--- src/hw/rtl/lmcp_pkg.sv ---
// Shared widths, codes and types of the LED matrix cursor painter.
package lmcp_pkg;

	localparam int ActW    = 2;
	localparam int CodeW   = 4;
	localparam int CoordW  = 4;
	localparam int PatW    = 16;
	localparam int RowIdxW = 3;
	localparam int ByteW   = 8;
	localparam int CfgW    = 32;
	localparam int PaddrW  = 4;

	// request actions
	localparam logic [ActW-1:0] ACT_JOY  = 2'd0;
	localparam logic [ActW-1:0] ACT_BTN  = 2'd1;
	localparam logic [ActW-1:0] ACT_SCAN = 2'd2;

	// joystick codes, two per direction
	localparam logic [CodeW-1:0] JOY_COL_INC_A = 4'd1;
	localparam logic [CodeW-1:0] JOY_COL_INC_B = 4'd2;
	localparam logic [CodeW-1:0] JOY_COL_DEC_A = 4'd3;
	localparam logic [CodeW-1:0] JOY_COL_DEC_B = 4'd4;
	localparam logic [CodeW-1:0] JOY_ROW_INC_A = 4'd5;
	localparam logic [CodeW-1:0] JOY_ROW_INC_B = 4'd6;
	localparam logic [CodeW-1:0] JOY_ROW_DEC_A = 4'd7;
	localparam logic [CodeW-1:0] JOY_ROW_DEC_B = 4'd8;

	// configuration register indexes (byte address = 4 * index)
	localparam logic [1:0] REG_ROW_MIN = 2'd0;
	localparam logic [1:0] REG_ROW_MAX = 2'd1;
	localparam logic [1:0] REG_COL_MIN = 2'd2;
	localparam logic [1:0] REG_COL_MAX = 2'd3;

	localparam logic [CoordW-1:0] COORD_ONE   = 4'd1;
	localparam logic [CoordW-1:0] COORD_EIGHT = 4'd8;

	typedef struct packed {
		logic [CoordW-1:0] row_min;
		logic [CoordW-1:0] row_max;
		logic [CoordW-1:0] col_min;
		logic [CoordW-1:0] col_max;
	} bounds_t;

endpackage

--- src/hw/rtl/lmcp_req_if.sv ---
// Request channel: action and joystick code with valid/ready.
interface lmcp_req_if;
	logic                       valid;
	logic                       ready;
	logic [lmcp_pkg::ActW-1:0]  action;
	logic [lmcp_pkg::CodeW-1:0] joystick_code;

	modport source (output valid, action, joystick_code, input ready);
	modport sink (input valid, action, joystick_code, output ready);
endinterface

--- src/hw/rtl/lmcp_rsp_if.sv ---
// Result channel: one row pattern per scan request with valid/ready.
interface lmcp_rsp_if;
	logic                         valid;
	logic                         ready;
	logic [lmcp_pkg::PatW-1:0]    row_pattern;
	logic [lmcp_pkg::RowIdxW-1:0] row_index;
	logic                         last_row;
	logic [lmcp_pkg::CoordW-1:0]  cursor_row;
	logic [lmcp_pkg::CoordW-1:0]  cursor_col;

	modport source (output valid, row_pattern, row_index, last_row, cursor_row, cursor_col,
		input ready);
	modport sink (input valid, row_pattern, row_index, last_row, cursor_row, cursor_col,
		output ready);
endinterface

--- src/hw/rtl/lmcp_ram.sv ---
// Generic single-write, single-read RAM with registered read data.
module lmcp_ram #(
	parameter int Width = 16,
	parameter int Depth = 8
) (
	input  logic                                     clk,
	input  logic                                     we,
	input  logic [((Depth > 1) ? $clog2(Depth) : 1)-1:0] waddr,
	input  logic [Width-1:0]                         wdata,
	input  logic                                     re,
	input  logic [((Depth > 1) ? $clog2(Depth) : 1)-1:0] raddr,
	output logic [Width-1:0]                         rdata
);

	logic [Width-1:0] mem_q [Depth];
	logic [Width-1:0] rdata_q;

	// read returns the old contents on a same-address write
	always_ff @(posedge clk) begin
		if (we) begin
			mem_q[waddr] <= wdata;
		end
		if (re) begin
			rdata_q <= mem_q[raddr];
		end
	end

	assign rdata = rdata_q;

endmodule

--- src/hw/rtl/lmcp_cfg.sv ---
// APB register bank holding the cursor boundary registers.
module lmcp_cfg (
	input  logic                          clk,
	input  logic                          arst_n,
	input  logic                          psel,
	input  logic                          penable,
	input  logic                          pwrite,
	input  logic [lmcp_pkg::PaddrW-1:0]   paddr,
	input  logic [lmcp_pkg::CfgW-1:0]     pwdata,
	output logic [lmcp_pkg::CfgW-1:0]     prdata,
	output logic                          pready,
	output lmcp_pkg::bounds_t             bounds
);

	lmcp_pkg::bounds_t bounds_q;
	logic              wr_en;
	logic [1:0]        reg_idx;
	logic [lmcp_pkg::CoordW-1:0] wval;

	assign wr_en   = psel && penable && pwrite;
	assign reg_idx = paddr[3:2];
	assign wval    = pwdata[lmcp_pkg::CoordW-1:0];
	assign pready  = 1'b1;

	always_ff @(posedge clk or negedge arst_n) begin
		if (!arst_n) begin
			bounds_q.row_min <= lmcp_pkg::COORD_ONE;
			bounds_q.row_max <= lmcp_pkg::COORD_EIGHT;
			bounds_q.col_min <= lmcp_pkg::COORD_ONE;
			bounds_q.col_max <= lmcp_pkg::COORD_EIGHT;
		end else if (wr_en) begin
			case (reg_idx)
				lmcp_pkg::REG_ROW_MIN: bounds_q.row_min <= wval;
				lmcp_pkg::REG_ROW_MAX: bounds_q.row_max <= wval;
				lmcp_pkg::REG_COL_MIN: bounds_q.col_min <= wval;
				lmcp_pkg::REG_COL_MAX: bounds_q.col_max <= wval;
				default: bounds_q <= bounds_q;
			endcase
		end
	end

	always_comb begin
		case (reg_idx)
			lmcp_pkg::REG_ROW_MIN: prdata = lmcp_pkg::CfgW'(bounds_q.row_min);
			lmcp_pkg::REG_ROW_MAX: prdata = lmcp_pkg::CfgW'(bounds_q.row_max);
			lmcp_pkg::REG_COL_MIN: prdata = lmcp_pkg::CfgW'(bounds_q.col_min);
			lmcp_pkg::REG_COL_MAX: prdata = lmcp_pkg::CfgW'(bounds_q.col_max);
			default: prdata = '0;
		endcase
	end

	assign bounds = bounds_q;

endmodule

--- src/hw/rtl/led_matrix_cursor_painter_top.sv ---
// Top level of the LED matrix cursor painter: cursor, row store and scan output.
//
// The block takes one request per clock cycle, back to back, while no scan waits in the
// read stage for a full output register, and returns one result for each scan request
// through the row-store read stage and then the output register. A joystick request
// moves the one-based cursor one step inside the boundary registers, a button request
// flips the toggled pixel under the cursor, and a scan request returns the pattern word
// of the next row of the frame. The bitmaps live in one GRID_SIZE-deep RAM, one row per
// entry ({toggled, cursor}); each request touches at most one row, read at acceptance
// and written back in the cycle after, so the single write port of that RAM sets the
// rate of one request per cycle. A write that lands on the same edge as a read of the
// same row is forwarded. The cursor bit under the current position is implied by the
// cursor registers rather than stored; when the cursor leaves a pixel the stored cursor
// bit there is written as the pixel's toggled bit. Per-row valid flops stand in for the
// reset contents, so no clearing pass follows reset. A scan result waiting in the output
// register stops no row writes; only a second scan waits for it, and holds off all requests.
module led_matrix_cursor_painter_top #(
	parameter int GRID_SIZE = 8
) (
	input  logic                        clk,
	input  logic                        arst_n,
	lmcp_req_if.sink                    req,
	lmcp_rsp_if.source                  rsp,
	input  logic                        psel,
	input  logic                        penable,
	input  logic                        pwrite,
	input  logic [lmcp_pkg::PaddrW-1:0] paddr,
	input  logic [lmcp_pkg::CfgW-1:0]   pwdata,
	output logic [lmcp_pkg::CfgW-1:0]   prdata,
	output logic                        pready
);

	localparam int AddrW = $clog2(GRID_SIZE);
	localparam int RowW  = 2 * GRID_SIZE;
	localparam int CW    = lmcp_pkg::CoordW;
	localparam logic [GRID_SIZE-1:0] ColOne  = GRID_SIZE'(1);
	localparam logic [AddrW-1:0]     LastRow = AddrW'(GRID_SIZE - 1);

	typedef enum logic [1:0] {
		OP_NOP  = 2'd0,
		OP_JOY  = 2'd1,
		OP_BTN  = 2'd2,
		OP_SCAN = 2'd3
	} op_t;

	// one coordinate step, kept when the target lies outside [lo, hi]
	function automatic logic [CW-1:0] step_coord(input logic [CW-1:0] cur, input logic inc,
			input logic dec, input logic [CW-1:0] lo, input logic [CW-1:0] hi);
		logic [CW:0] nxt;
		logic        ok;
		nxt = {1'b0, cur};
		if (inc) begin
			nxt = nxt + (CW+1)'(1);
		end else if (dec) begin
			nxt = nxt - (CW+1)'(1);
		end
		ok = (inc || dec) && (nxt >= {1'b0, lo}) && (nxt <= {1'b0, hi});
		return ok ? nxt[CW-1:0] : cur;
	endfunction

	// ---------------------------------------------------------------- configuration
	lmcp_pkg::bounds_t bounds;

	lmcp_cfg u_cfg (
		.clk     (clk),
		.arst_n  (arst_n),
		.psel    (psel),
		.penable (penable),
		.pwrite  (pwrite),
		.paddr   (paddr),
		.pwdata  (pwdata),
		.prdata  (prdata),
		.pready  (pready),
		.bounds  (bounds)
	);

	// ---------------------------------------------------------------- state registers
	logic [CW-1:0]    cur_row_q, cur_col_q;
	logic [AddrW-1:0] scan_cnt_q;
	logic [GRID_SIZE-1:0] row_valid_q;

	// write-back of the previous cycle, for forwarding
	logic             wr_valid_q;
	logic [AddrW-1:0] wr_addr_q;
	logic [RowW-1:0]  wr_data_q;

	// read stage
	logic                 valid_s1;
	op_t                  op_s1;
	logic [AddrW-1:0]     addr_s1;
	logic [GRID_SIZE-1:0] colbit_s1;
	logic                 hit_s1;
	logic [CW-1:0]        cur_row_s1, cur_col_s1;

	// output register
	logic                          out_valid_q;
	logic [lmcp_pkg::PatW-1:0]     pat_q;
	logic [lmcp_pkg::RowIdxW-1:0]  ridx_q;
	logic                          last_q;
	logic [CW-1:0]                 orow_q, ocol_q;

	// ---------------------------------------------------------------- acceptance stage
	logic                 out_free, adv, accept;
	logic                 on_grid;
	logic [CW-1:0]        cur_row_m1, cur_col_m1;
	logic [AddrW-1:0]     cur_addr, addr0;
	logic [GRID_SIZE-1:0] colbit0;
	logic                 row_inc, row_dec, col_inc, col_dec, move_any;
	op_t                  op0;

	assign out_free = !out_valid_q || rsp.ready;
	// only a scan needs the output register; row writes always drain
	assign adv      = !valid_s1 || (op_s1 != OP_SCAN) || out_free;
	assign req.ready = adv;
	assign accept   = req.valid && adv;

	assign on_grid = (cur_row_q >= lmcp_pkg::COORD_ONE)
		&& ({1'b0, cur_row_q} <= (CW+1)'(GRID_SIZE))
		&& (cur_col_q >= lmcp_pkg::COORD_ONE)
		&& ({1'b0, cur_col_q} <= (CW+1)'(GRID_SIZE));
	assign cur_row_m1 = cur_row_q - lmcp_pkg::COORD_ONE;
	assign cur_col_m1 = cur_col_q - lmcp_pkg::COORD_ONE;
	assign cur_addr   = cur_row_m1[AddrW-1:0];
	assign colbit0    = on_grid ? (ColOne << cur_col_m1) : '0;

	always_comb begin
		row_inc = 1'b0;
		row_dec = 1'b0;
		col_inc = 1'b0;
		col_dec = 1'b0;
		case (req.joystick_code)
			lmcp_pkg::JOY_ROW_INC_A, lmcp_pkg::JOY_ROW_INC_B: row_inc = 1'b1;
			lmcp_pkg::JOY_ROW_DEC_A, lmcp_pkg::JOY_ROW_DEC_B: row_dec = 1'b1;
			lmcp_pkg::JOY_COL_DEC_A, lmcp_pkg::JOY_COL_DEC_B: col_dec = 1'b1;
			lmcp_pkg::JOY_COL_INC_A, lmcp_pkg::JOY_COL_INC_B: col_inc = 1'b1;
			default: row_inc = 1'b0;
		endcase
	end

	assign move_any = row_inc || row_dec || col_inc || col_dec;

	always_comb begin
		case (req.action)
			lmcp_pkg::ACT_JOY:  op0 = (move_any && on_grid) ? OP_JOY : OP_NOP;
			lmcp_pkg::ACT_BTN:  op0 = on_grid ? OP_BTN : OP_NOP;
			lmcp_pkg::ACT_SCAN: op0 = OP_SCAN;
			default:            op0 = OP_NOP;
		endcase
	end

	assign addr0 = (req.action == lmcp_pkg::ACT_SCAN) ? scan_cnt_q : cur_addr;

	// advance cursor and scan position as soon as the request is taken
	always_ff @(posedge clk or negedge arst_n) begin
		if (!arst_n) begin
			cur_row_q  <= lmcp_pkg::COORD_ONE;
			cur_col_q  <= lmcp_pkg::COORD_ONE;
			scan_cnt_q <= '0;
		end else if (accept) begin
			if (req.action == lmcp_pkg::ACT_JOY && move_any) begin
				cur_row_q <= step_coord(cur_row_q, row_inc, row_dec,
					bounds.row_min, bounds.row_max);
				cur_col_q <= step_coord(cur_col_q, col_inc, col_dec,
					bounds.col_min, bounds.col_max);
			end
			if (req.action == lmcp_pkg::ACT_SCAN) begin
				scan_cnt_q <= (scan_cnt_q == LastRow) ? '0 : scan_cnt_q + AddrW'(1);
			end
		end
	end

	always_ff @(posedge clk or negedge arst_n) begin
		if (!arst_n) begin
			valid_s1 <= 1'b0;
			op_s1    <= OP_NOP;
		end else if (adv) begin
			valid_s1 <= accept;
			op_s1    <= accept ? op0 : OP_NOP;
		end
	end

	always_ff @(posedge clk) begin
		if (accept) begin
			addr_s1    <= addr0;
			colbit_s1  <= colbit0;
			hit_s1     <= on_grid && (cur_addr == scan_cnt_q);
			cur_row_s1 <= cur_row_q;
			cur_col_s1 <= cur_col_q;
		end
	end

	// ---------------------------------------------------------------- row store
	logic [RowW-1:0]      ram_rdata, row_rd, row_wr;
	logic [GRID_SIZE-1:0] tog_rd, curs_rd, lit;
	logic                 ram_we;

	lmcp_ram #(
		.Width (RowW),
		.Depth (GRID_SIZE)
	) u_rows (
		.clk   (clk),
		.we    (ram_we),
		.waddr (addr_s1),
		.wdata (row_wr),
		.re    (accept),
		.raddr (addr0),
		.rdata (ram_rdata)
	);

	// forward the write that landed on the read edge; unwritten rows read as reset
	always_comb begin
		if (wr_valid_q && (wr_addr_q == addr_s1)) begin
			row_rd = wr_data_q;
		end else if (!row_valid_q[addr_s1]) begin
			row_rd = {{GRID_SIZE{1'b0}}, ((addr_s1 == '0) ? ColOne : {GRID_SIZE{1'b0}})};
		end else begin
			row_rd = ram_rdata;
		end
	end

	assign tog_rd  = row_rd[RowW-1:GRID_SIZE];
	assign curs_rd = row_rd[GRID_SIZE-1:0];

	always_comb begin
		case (op_s1)
			// leaving a pixel: its cursor bit becomes its toggled bit
			OP_JOY:  row_wr = {tog_rd, (curs_rd & ~colbit_s1) | (tog_rd & colbit_s1)};
			OP_BTN:  row_wr = {tog_rd ^ colbit_s1, curs_rd};
			default: row_wr = row_rd;
		endcase
	end

	assign ram_we = valid_s1 && ((op_s1 == OP_JOY) || (op_s1 == OP_BTN));

	always_ff @(posedge clk or negedge arst_n) begin
		if (!arst_n) begin
			wr_valid_q  <= 1'b0;
			row_valid_q <= '0;
		end else begin
			if (adv) begin
				wr_valid_q <= ram_we;
			end
			if (ram_we) begin
				row_valid_q[addr_s1] <= 1'b1;
			end
		end
	end

	always_ff @(posedge clk) begin
		if (adv) begin
			wr_addr_q <= addr_s1;
			wr_data_q <= row_wr;
		end
	end

	// ---------------------------------------------------------------- scan result
	logic [lmcp_pkg::ByteW-1:0] mask8, sel8;
	logic [lmcp_pkg::PatW-1:0]  pat_s1;
	logic                       out_load;

	assign lit = curs_rd | tog_rd | (hit_s1 ? colbit_s1 : '0);

	for (genvar g = 0; g < lmcp_pkg::ByteW; g++) begin : g_mask
		if (g < GRID_SIZE) begin : g_in
			assign mask8[g] = lit[g];
		end else begin : g_out
			assign mask8[g] = 1'b0;
		end
	end

	assign sel8   = ~(lmcp_pkg::ByteW'(1) << addr_s1);
	assign pat_s1 = (|lit) ? {sel8, mask8} : '0;
	assign out_load = valid_s1 && (op_s1 == OP_SCAN) && out_free;

	always_ff @(posedge clk or negedge arst_n) begin
		if (!arst_n) begin
			out_valid_q <= 1'b0;
		end else if (out_load) begin
			out_valid_q <= 1'b1;
		end else if (rsp.ready) begin
			out_valid_q <= 1'b0;
		end
	end

	always_ff @(posedge clk) begin
		if (out_load) begin
			pat_q  <= pat_s1;
			ridx_q <= lmcp_pkg::RowIdxW'(addr_s1);
			last_q <= (addr_s1 == LastRow);
			orow_q <= cur_row_s1;
			ocol_q <= cur_col_s1;
		end
	end

	assign rsp.valid       = out_valid_q;
	assign rsp.row_pattern = pat_q;
	assign rsp.row_index   = ridx_q;
	assign rsp.last_row    = last_q;
	assign rsp.cursor_row  = orow_q;
	assign rsp.cursor_col  = ocol_q;

`ifndef SYNTH
	// a scan held by a full output register keeps its row and blocks new requests
	a_scan_hold: assert property (@(posedge clk) disable iff (!arst_n)
		valid_s1 && (op_s1 == OP_SCAN) && !out_free
		|=> valid_s1 && (op_s1 == OP_SCAN) && $stable(addr_s1))
		else $error("stalled scan lost its row");

	a_scan_block: assert property (@(posedge clk) disable iff (!arst_n)
		valid_s1 && (op_s1 == OP_SCAN) && out_valid_q && !rsp.ready |-> !req.ready)
		else $error("request taken while scan result blocked");

	a_out_src: assert property (@(posedge clk) disable iff (!arst_n)
		$rose(out_valid_q) |-> $past(valid_s1 && (op_s1 == OP_SCAN)))
		else $error("result without a scan in the read stage");

	a_fwd_valid: assert property (@(posedge clk) disable iff (!arst_n)
		wr_valid_q |-> row_valid_q[wr_addr_q])
		else $error("forwarded row not marked written");
`endif

endmodule

--- src/flat_wrapper.sv ---
// flat-port wrapper written by rule: the top's interface ports become plain ports
module led_matrix_cursor_painter_top_flat 
#(
	parameter int GRID_SIZE = 8
)
  (clk, arst_n, psel, penable, pwrite, paddr, pwdata, prdata, pready, req_valid, req_action, req_joystick_code, req_ready, rsp_valid, rsp_row_pattern, rsp_row_index, rsp_last_row, rsp_cursor_row, rsp_cursor_col, rsp_ready);
  lmcp_req_if req_i ();
  lmcp_rsp_if rsp_i ();
  input  logic clk;
  input  logic arst_n;
  input  logic psel;
  input  logic penable;
  input  logic pwrite;
  input  logic [lmcp_pkg::PaddrW-1:0] paddr;
  input  logic [lmcp_pkg::CfgW-1:0] pwdata;
  output logic [lmcp_pkg::CfgW-1:0] prdata;
  output logic pready;
  input wire logic [$bits(req_i.valid)-1:0] req_valid;
  input wire logic [$bits(req_i.action)-1:0] req_action;
  input wire logic [$bits(req_i.joystick_code)-1:0] req_joystick_code;
  output wire logic [$bits(req_i.ready)-1:0] req_ready;
  output wire logic [$bits(rsp_i.valid)-1:0] rsp_valid;
  output wire logic [$bits(rsp_i.row_pattern)-1:0] rsp_row_pattern;
  output wire logic [$bits(rsp_i.row_index)-1:0] rsp_row_index;
  output wire logic [$bits(rsp_i.last_row)-1:0] rsp_last_row;
  output wire logic [$bits(rsp_i.cursor_row)-1:0] rsp_cursor_row;
  output wire logic [$bits(rsp_i.cursor_col)-1:0] rsp_cursor_col;
  input wire logic [$bits(rsp_i.ready)-1:0] rsp_ready;
  assign req_i.valid = req_valid;
  assign req_i.action = req_action;
  assign req_i.joystick_code = req_joystick_code;
  assign req_ready = req_i.ready;
  assign rsp_valid = rsp_i.valid;
  assign rsp_row_pattern = rsp_i.row_pattern;
  assign rsp_row_index = rsp_i.row_index;
  assign rsp_last_row = rsp_i.last_row;
  assign rsp_cursor_row = rsp_i.cursor_row;
  assign rsp_cursor_col = rsp_i.cursor_col;
  assign rsp_i.ready = rsp_ready;
  led_matrix_cursor_painter_top #(.GRID_SIZE(GRID_SIZE)) u_core (.clk(clk), .arst_n(arst_n), .req(req_i), .rsp(rsp_i), .psel(psel), .penable(penable), .pwrite(pwrite), .paddr(paddr), .pwdata(pwdata), .prdata(prdata), .pready(pready));
endmodule
--- config.mk ---
export PLATFORM = sky130hd
export DESIGN_NAME = led_matrix_cursor_painter_top_flat
export DESIGN_NICKNAME = d
export VERILOG_FILES = /design/src/hw/rtl/lmcp_pkg.sv /design/src/hw/rtl/lmcp_req_if.sv /design/src/hw/rtl/lmcp_rsp_if.sv /design/src/hw/rtl/lmcp_ram.sv /design/src/hw/rtl/lmcp_cfg.sv /design/src/hw/rtl/led_matrix_cursor_painter_top.sv /design/src/flat_wrapper.sv
export SDC_FILE = /design/constraint.sdc
export NUM_CORES = 1
export LEC_CHECK = 0
export BUFFER_PORTS_ARGS = -buffer_cell sky130_fd_sc_hd__buf_2
export CAP_MARGIN = 20
export CORE_UTILIZATION = 30
export CTS_CLUSTER_SIZE = 30
export DETAILED_ROUTE_END_ITERATION = 8
export PLACE_DENSITY = 0.48
export SETUP_SLACK_MARGIN = 0.4
export SYNTH_ARGS = -nofsm -noshare
export SYNTH_HDL_FRONTEND = slang
export SYNTH_SLANG_ARGS = --single-unit
export TNS_END_PERCENT = 100
--- constraint.sdc ---
create_clock -name clk -period 3.3 [get_ports clk]
set_clock_uncertainty 0.15 [all_clocks]
set_input_delay 0.33 -clock clk [delete_from_list [all_inputs] [get_ports clk]]
set_output_delay 0.33 -clock clk [all_outputs]
set_load 0.01 [all_outputs]
After elaboration in Yosys (flattened, before gate mapping)
Memory sizes are Yosys's and may differ from the RTL's. A register that Yosys moved wholly into a read port is not among the register bits.
Cells that the tools add are included.
Cells by class
  add/subtract/negate cells: 7
  $lt $le $gt $ge: 10
  equal/unequal tests: 21
  shifts and indexed selects: 2
  multiplexer cells: 32
  bitwise logic cells: 9
  reductions and logical operators: 44
Operators by type and width (count)
  case mux 32 bit (4 select lines): 1
  two-way mux 5 bit: 8
  two-way mux 16 bit: 2
  bitwise OR 8 bit: 4
  case mux 16 bit (2 select lines): 1
  logical AND 1 bit: 18
  bitwise AND 8 bit: 2
  == test 4 x 3 -> 1 bit (second input constant): 4
  inverter 8 bit: 2
  two-way mux 1 bit: 12
  adder 4 x 1 -> 5 bit (second input constant): 2
  == test 2 bit (second input constant): 5
  greater-or-equal comparator 5 x 4 -> 1 bit: 2
  less-or-equal comparator 5 x 4 -> 1 bit: 2
  AND reduction 2 bit: 5
  subtractor 4 x 1 -> 5 bit (second input constant): 2
  == test 4 x 2 -> 1 bit (second input constant): 2
  greater-or-equal comparator 4 x 1 -> 1 bit (second input constant): 2
  less-or-equal comparator 4 bit (second input constant): 2
  logical OR 1 bit: 8
  two-way mux 8 bit: 1
  OR reduction 2 bit: 4
  OR reduction 8 bit: 1
  << shifter 1 x 3 -> 8 bit (first input constant): 1
  other kinds (23): 32
Word-level totals
  bits in registers: 107
  RAM bits: 128
  output and inout port bits: 63
  memories: 1
Memory list
  u_core.u_rows.mem_q: depth 8, width 16, rd ports 1, clocked after memory_dff 1, write ports 1, RTL line lmcp_ram.sv:15  | logic [Width-1:0] mem_q [Depth];

Logic depth before layout (Yosys ltp)
  depth in word-level cells: 13
  gate-level depth with buffers: 13
  gate-level depth less buffers: 12

Modules after synthesis
From an unflattened synthesis, not the netlist that was laid out.
Unflattened totals
  cells, all modules: 772
  area total of the unflattened synthesis: 11633.7 um2
Modules (own cells, without submodules)
  lmcp_ram: times used 1, cells an instance 214, area each 5454.0 um2, sequential area each 4324.1 um2
  led_matrix_cursor_painter_top: times used 1, cells an instance 483, area each 5177.5 um2, sequential area each 2615.0 um2
  lmcp_cfg: times used 1, cells an instance 75, area each 1002.2 um2, sequential area each 405.4 um2

Worst setup path before layout
No wires, ideal clock.
  path kind: reg-to-reg
  start point: register u_core.op_s1[0]
  end point: memory u_core.u_rows.mem_q[4][0] (enable)
  arrival: 2.628 ns
  required time: 2.718 ns
  slack: 0.090 ns
  cell stages (with the launch flop): 5
  period minus slack after synthesis: 3.210 ns
  cells stage by stage: dfrtp_1 > inv_1 > ha_1 > buf_1 > nor4_1
Between the ends
  cells in the longest elaborated chain, start to end: 5
RTL lines
  from (decl): RTL line led_matrix_cursor_painter_top.sv:89  | op_t op_s1;
  from (signal assigned): RTL line led_matrix_cursor_painter_top.sv:178  | op_s1 <= accept ? op0 : OP_NOP;
  == test 2 x 1 -> 1 bit / == test 2 bit (equally long branches): RTL line led_matrix_cursor_painter_top.sv:233  | assign ram_we = valid_s1 && ((op_s1 == OP_JOY) || (op_s1 == OP_BTN));
  logical OR 1 bit *: RTL line led_matrix_cursor_painter_top.sv:233
  logical AND 1 bit *: RTL line led_matrix_cursor_painter_top.sv:233
  two-way mux 1 bit *: RTL line lmcp_ram.sv:20  | if (we) begin
  two-way mux 1 bit (not written as such) *: RTL line lmcp_ram.sv:21  | mem_q[waddr] <= wdata;
  to (decl): RTL line lmcp_ram.sv:15
Mark *: on every way between the ends. The rest lies on a longest branch, timed or not.

Worst setup path in the final report
  start point: register u_core.cur_col_q[0]
  end point: register u_core.cur_col_q[2]
Between the ends
  cells in the longest elaborated chain, start to end: 9
RTL lines
  from (decl): RTL line led_matrix_cursor_painter_top.sv:78  | logic [CW-1:0] cur_row_q, cur_col_q;
  from (signal assigned): RTL line led_matrix_cursor_painter_top.sv:157  | cur_col_q <= lmcp_pkg::COORD_ONE;
  from (signal assigned): RTL line led_matrix_cursor_painter_top.sv:163  | cur_col_q <= step_coord(cur_col_q, col_inc, col_dec,
  subtractor 4 x 1 -> 5 bit: RTL line led_matrix_cursor_painter_top.sv:55  | nxt = nxt - (CW+1)'(1);
  two-way mux 5 bit: RTL line led_matrix_cursor_painter_top.sv:54  | end else if (dec) begin
  two-way mux 5 bit *: RTL line led_matrix_cursor_painter_top.sv:52  | if (inc) begin
  two-way mux 5 bit *: RTL line led_matrix_cursor_painter_top.sv:160  | if (req.action == lmcp_pkg::ACT_JOY && move_any) begin
  two-way mux 5 bit *: RTL line led_matrix_cursor_painter_top.sv:159  | end else if (accept) begin
  greater-or-equal comparator 5 x 4 -> 1 bit: RTL line led_matrix_cursor_painter_top.sv:57  | ok = (inc || dec) && (nxt >= {1'b0, lo}) && (nxt <= {1'b0, hi});
  logical AND 1 bit (2 in a row): RTL line led_matrix_cursor_painter_top.sv:57
  AND reduction 3 bit (no source line)
Mark *: on every way between the ends. The rest lies on a longest branch, timed or not. The select of a mux whose other input is x is not followed.
A chain may end at the register's enable or synchronous reset.

==> flow_metrics.env <==
export IMPL_cts_sinks=251
export IMPL_path_delay_family="flip-flops"
export IMPL_relSlewSlack=0.345
export IMPL_avgViaCountPerCell=4.70
export IMPL_fmax_mhz=351
export IMPL_grt_pass1_vias=7127
export IMPL_powerDensity_nw_per_um2=646
export IMPL_syn_to_final_growth_pct=18.1
export IMPL_r2r_start="u_core.cur_col_q[0]"
export IMPL_dieWidth_um=199
export IMPL_hold_depth=3
export IMPL_synth_seq_cells=251
export IMPL_tritoncts="done"
export IMPL_worstMarginPinSlew_ns=0.983
export IMPL_r2r_end="u_core.cur_col_q[2]"
export IMPL_cts_inserted_buffers=28
export IMPL_grt_pass1_wl_mm=42.4
export IMPL_post_route_period_util=0.864
export IMPL_io_buffers=52
export IMPL_wl_per_cell_um=17.9
export IMPL_overflow=0
export IMPL_synth_warning_count=0
export IMPL_die_area_um2=39500
export IMPL_ys_types=75
export IMPL_track_usage=0.142
export IMPL_die_h_um=199
export IMPL_critPathCaptureType="flip-flop"
export IMPL_finalSetupTns_ns=0
export IMPL_hold_path_end="u_core.op_s1[0]"
export IMPL_finalSetupViolCount=0
export IMPL_rsz0062_at_grt="true"
export IMPL_synth_edf_count=211
export IMPL_crit_chain="inv_2 -> ha_4 -> o31ai_1 -> buf_4 -> ha_4 -> nor2b_1 -> o211ai_1 -> a21oi_1 -> nand4b_1 -> buf_4 -> nand2b_1 -> xnor2_1"
export IMPL_drt_total_wl_mm=27.7
export IMPL_hold_path_class="in2reg"
export IMPL_async_flop_share=0.159
export IMPL_worstPathArrival_ns=3.12
export IMPL_cp_max_fo=5
export IMPL_coreArea_um2=37900
export IMPL_yosysTopAreaCellShare=0.545
export IMPL_antenna_left=0
export IMPL_cap_viol_max_count=0
export IMPL_antenna_found_initial=1
export IMPL_pin_count=112
export IMPL_drt_iter0_drc=526
export IMPL_initial_core_util=0.306
export IMPL_r2r_cells=12
export IMPL_synth_seq_area_share=0.632
export IMPL_clockBufferDepth=3
export IMPL_synth_main_ff_cell="edfxtp_1"
export IMPL_drive_gt1_frac=0.233
export IMPL_startpoint_type="flip-flop"
export IMPL_crit_slowest_cell="dfstp_2"
export IMPL_place_ws_ns=0.220
export IMPL_critical_path_class="reg2reg"
export IMPL_drt_first_pass_iters=7
export IMPL_synth_area_leaders="edfxtp_1, dfrtp_1, nand2_1"
export IMPL_status="complete, no violations"
export IMPL_gp_congestion=0.821
export IMPL_worstSetupStartpoint="u_core.cur_col_q[0]"
export IMPL_cts_max_level=1
export IMPL_hold_viol=0
export IMPL_synth_common_cells="edfxtp_1, nand2_1, nor2_1"
export IMPL_peakVddDrop_v=0.000337
export IMPL_crit_buf_inv=3
export IMPL_synth_top_cell_by_area="edfxtp_1"
export IMPL_slowest_delay_ns=0.59
export IMPL_antennaDiodeCount=0
export IMPL_rows=71
export IMPL_fin_nets=1096
export IMPL_required_ns=3.57
export IMPL_slew_violations=0
export IMPL_syn_avg_cell_area_um2=12.6
export IMPL_min_from="req_action[1]"
export IMPL_dr_total_vias=7289
export IMPL_clk_pin_slew_worst_paths_ns=0.05
export IMPL_clk_insertion_delay_late_ns=0.55
export IMPL_grt_max_degree=41
export IMPL_synth_most_common_cell="edfxtp_1"
export IMPL_fin_crit_ns=2.85
export IMPL_hpwl_mm=17.3
export IMPL_setup_ws_ns=0.449
export IMPL_synthesis_area_um2=11600
export IMPL_route_detailed_drc=0
export IMPL_synth_cells=925
export IMPL_cts_root_buf="clkbuf_16"
export IMPL_ff2ff_setup_slack_ns=0.45
export IMPL_p_leak_uw=0.00510
worst reg2reg max path: stages (launching register included):
cell	delay (ns)
dfstp_2	0.59
inv_2	0.08
ha_4	0.24
o31ai_1	0.19
buf_4	0.18
ha_4	0.20
nor2b_1	0.12
o211ai_1	0.18
a21oi_1	0.11
nand4b_1	0.25
buf_4	0.19
nand2b_1	0.14
xnor2_1	0.12
metrics by stage:
| stage | total power (uW) | cells | instance area (um^2) | utilization | hold slack, ns |
|---|---|---|---|---|---|
| after floorplan | 5250 | 952 | 11700 | - | -0.116 |
| after global placement | 5740 | 1479 | 12500 | 0.330 | 0.251 |
| after detailed placement | 5760 | 1479 | 12500 | 0.330 | 0.255 |
| after CTS | 8910 | 1544 | 13600 | 0.358 | 0.0647 |
| after global routing | 9300 | 1551 | 13700 | 0.362 | 0.0879 |
| final | 8870 | 1551 | 13700 | 0.362 | 0.0782 |
worst max-delay path by stage:
stage	endpoint	slack, ns	cells after the start
after global routing	u_core.cur_col_q[2]	0.34	12
after detailed placement	u_core.cur_col_q[2]	0.22	12
after global placement	u_core.cur_row_q[2]	0.22	12
after floorplan	u_core.cur_row_q[3]	0.44	12
after CTS	u_core.cur_col_q[2]	0.40	13
final	u_core.cur_col_q[2]	0.45	12
routing by layer:
| layer | part of all wire | up-vias | track usage | wire, um |
|---|---|---|---|---|
| met4 | 0.019 | 0 | 0.0379 | 521 |
| li1 | - | 3523 | - | - |
| met2 | 0.48 | 159 | 0.235 | 13200 |
| met3 | 0.039 | 35 | 0.0193 | 1080 |
| met5 | 0 | - | 0 | 0 |
| met1 | 0.46 | 3572 | 0.194 | 12900 |
layout make-up:
type / count / area (um^2)
repair buffers: 115 / 766
well taps: 511 / 639
inverters: 36 / 135
multi-input cells: 586 / 3930
clock inverters: 13 / 139
fillers: 3698 / 24200
flip-flops and latches: 251 / 7350
clock buffers: 39 / 773
cells by family (layout without fill, tap and decap cells):
group | count (synthesis) | count (layout) | share of synthesized area
other | 2 | 29 | 0.000646
AND/OR/NAND/NOR | 322 | 322 | 0.135
buffers and inverters | 115 | 203 | 0.0548
adder cells (fa/ha/maj) | 29 | 29 | 0.0312
AO/OA/AOI/OAI | 163 | 163 | 0.104
multiplexers | 22 | 22 | 0.0251
flip-flops | 251 | 251 | 0.632
XOR/XNOR | 21 | 21 | 0.0178
repair_timing:
item | 4_1_cts | 5_1_grt
setup buffers | 5 | 7
endpoints found under the hold margin | 53 | 0
resized for setup | 8 | 17
setup endpoints to repair | 15 | 33
hold buffers | 8 | 0
pin swaps | 4 | 5
registers in the layout, summed over array words and instances (netlist names):
register / flops
u_core.u_rows.mem_q: 128
u_core.rsp.row_pattern: 16
u_core.u_cfg.bounds: 16
u_core.u_rows.rdata: 16
u_core.wr_data_q: 16
u_core.colbit_s1: 8
u_core.row_valid_q: 8
u_core.cur_col_q: 4
u_core.cur_col_s1: 4
u_core.cur_row_q: 4
u_core.cur_row_s1: 4
u_core.rsp.cursor_col: 4
u_core.rsp.cursor_row: 4
u_core.addr_s1: 3
u_core.rsp.row_index: 3
u_core.scan_cnt_q: 3
u_core.wr_addr_q: 3
u_core.op_s1: 2
u_core.hit_s1: 1
u_core.rsp.last_row: 1
u_core.rsp.valid: 1
u_core.valid_s1: 1
u_core.wr_valid_q: 1
layout by cell type (no fill, tap or decap), types with 11 or more instances in the layout:
cell       Yosys  final
edfxtp_1     211    211
nand2_1      139    139
buf_4         33     54
buf_2         16     52
nand3_1       38     38
nor2_1        41     37
dfrtp_1       34     32
inv_1         33     30
conb_1         2     29
clkbuf_16      0     29
ha_1          29     24
a21oi_1       22     22
o21ai_0       25     21
a211oi_1      16     16
a311oi_1      16     16
nand2b_1      15     15
mux2_2        14     14
a31o_1        14     14
or2_2         13     13
and2_1        11     11
power by group:
group / leakage [uW] / internal (uW) / total [uW] / switching [uW]
Combinational: 0.00219 / 687 / 1690 / 1010
Sequential: 0.00247 / 3880 / 4080 / 205
Clock: 0.000448 / 1860 / 3090 / 1230
Total: 0.00510 / 6430 / 8870 / 2440
No activity file was read; power rests on OpenSTA's default activity.
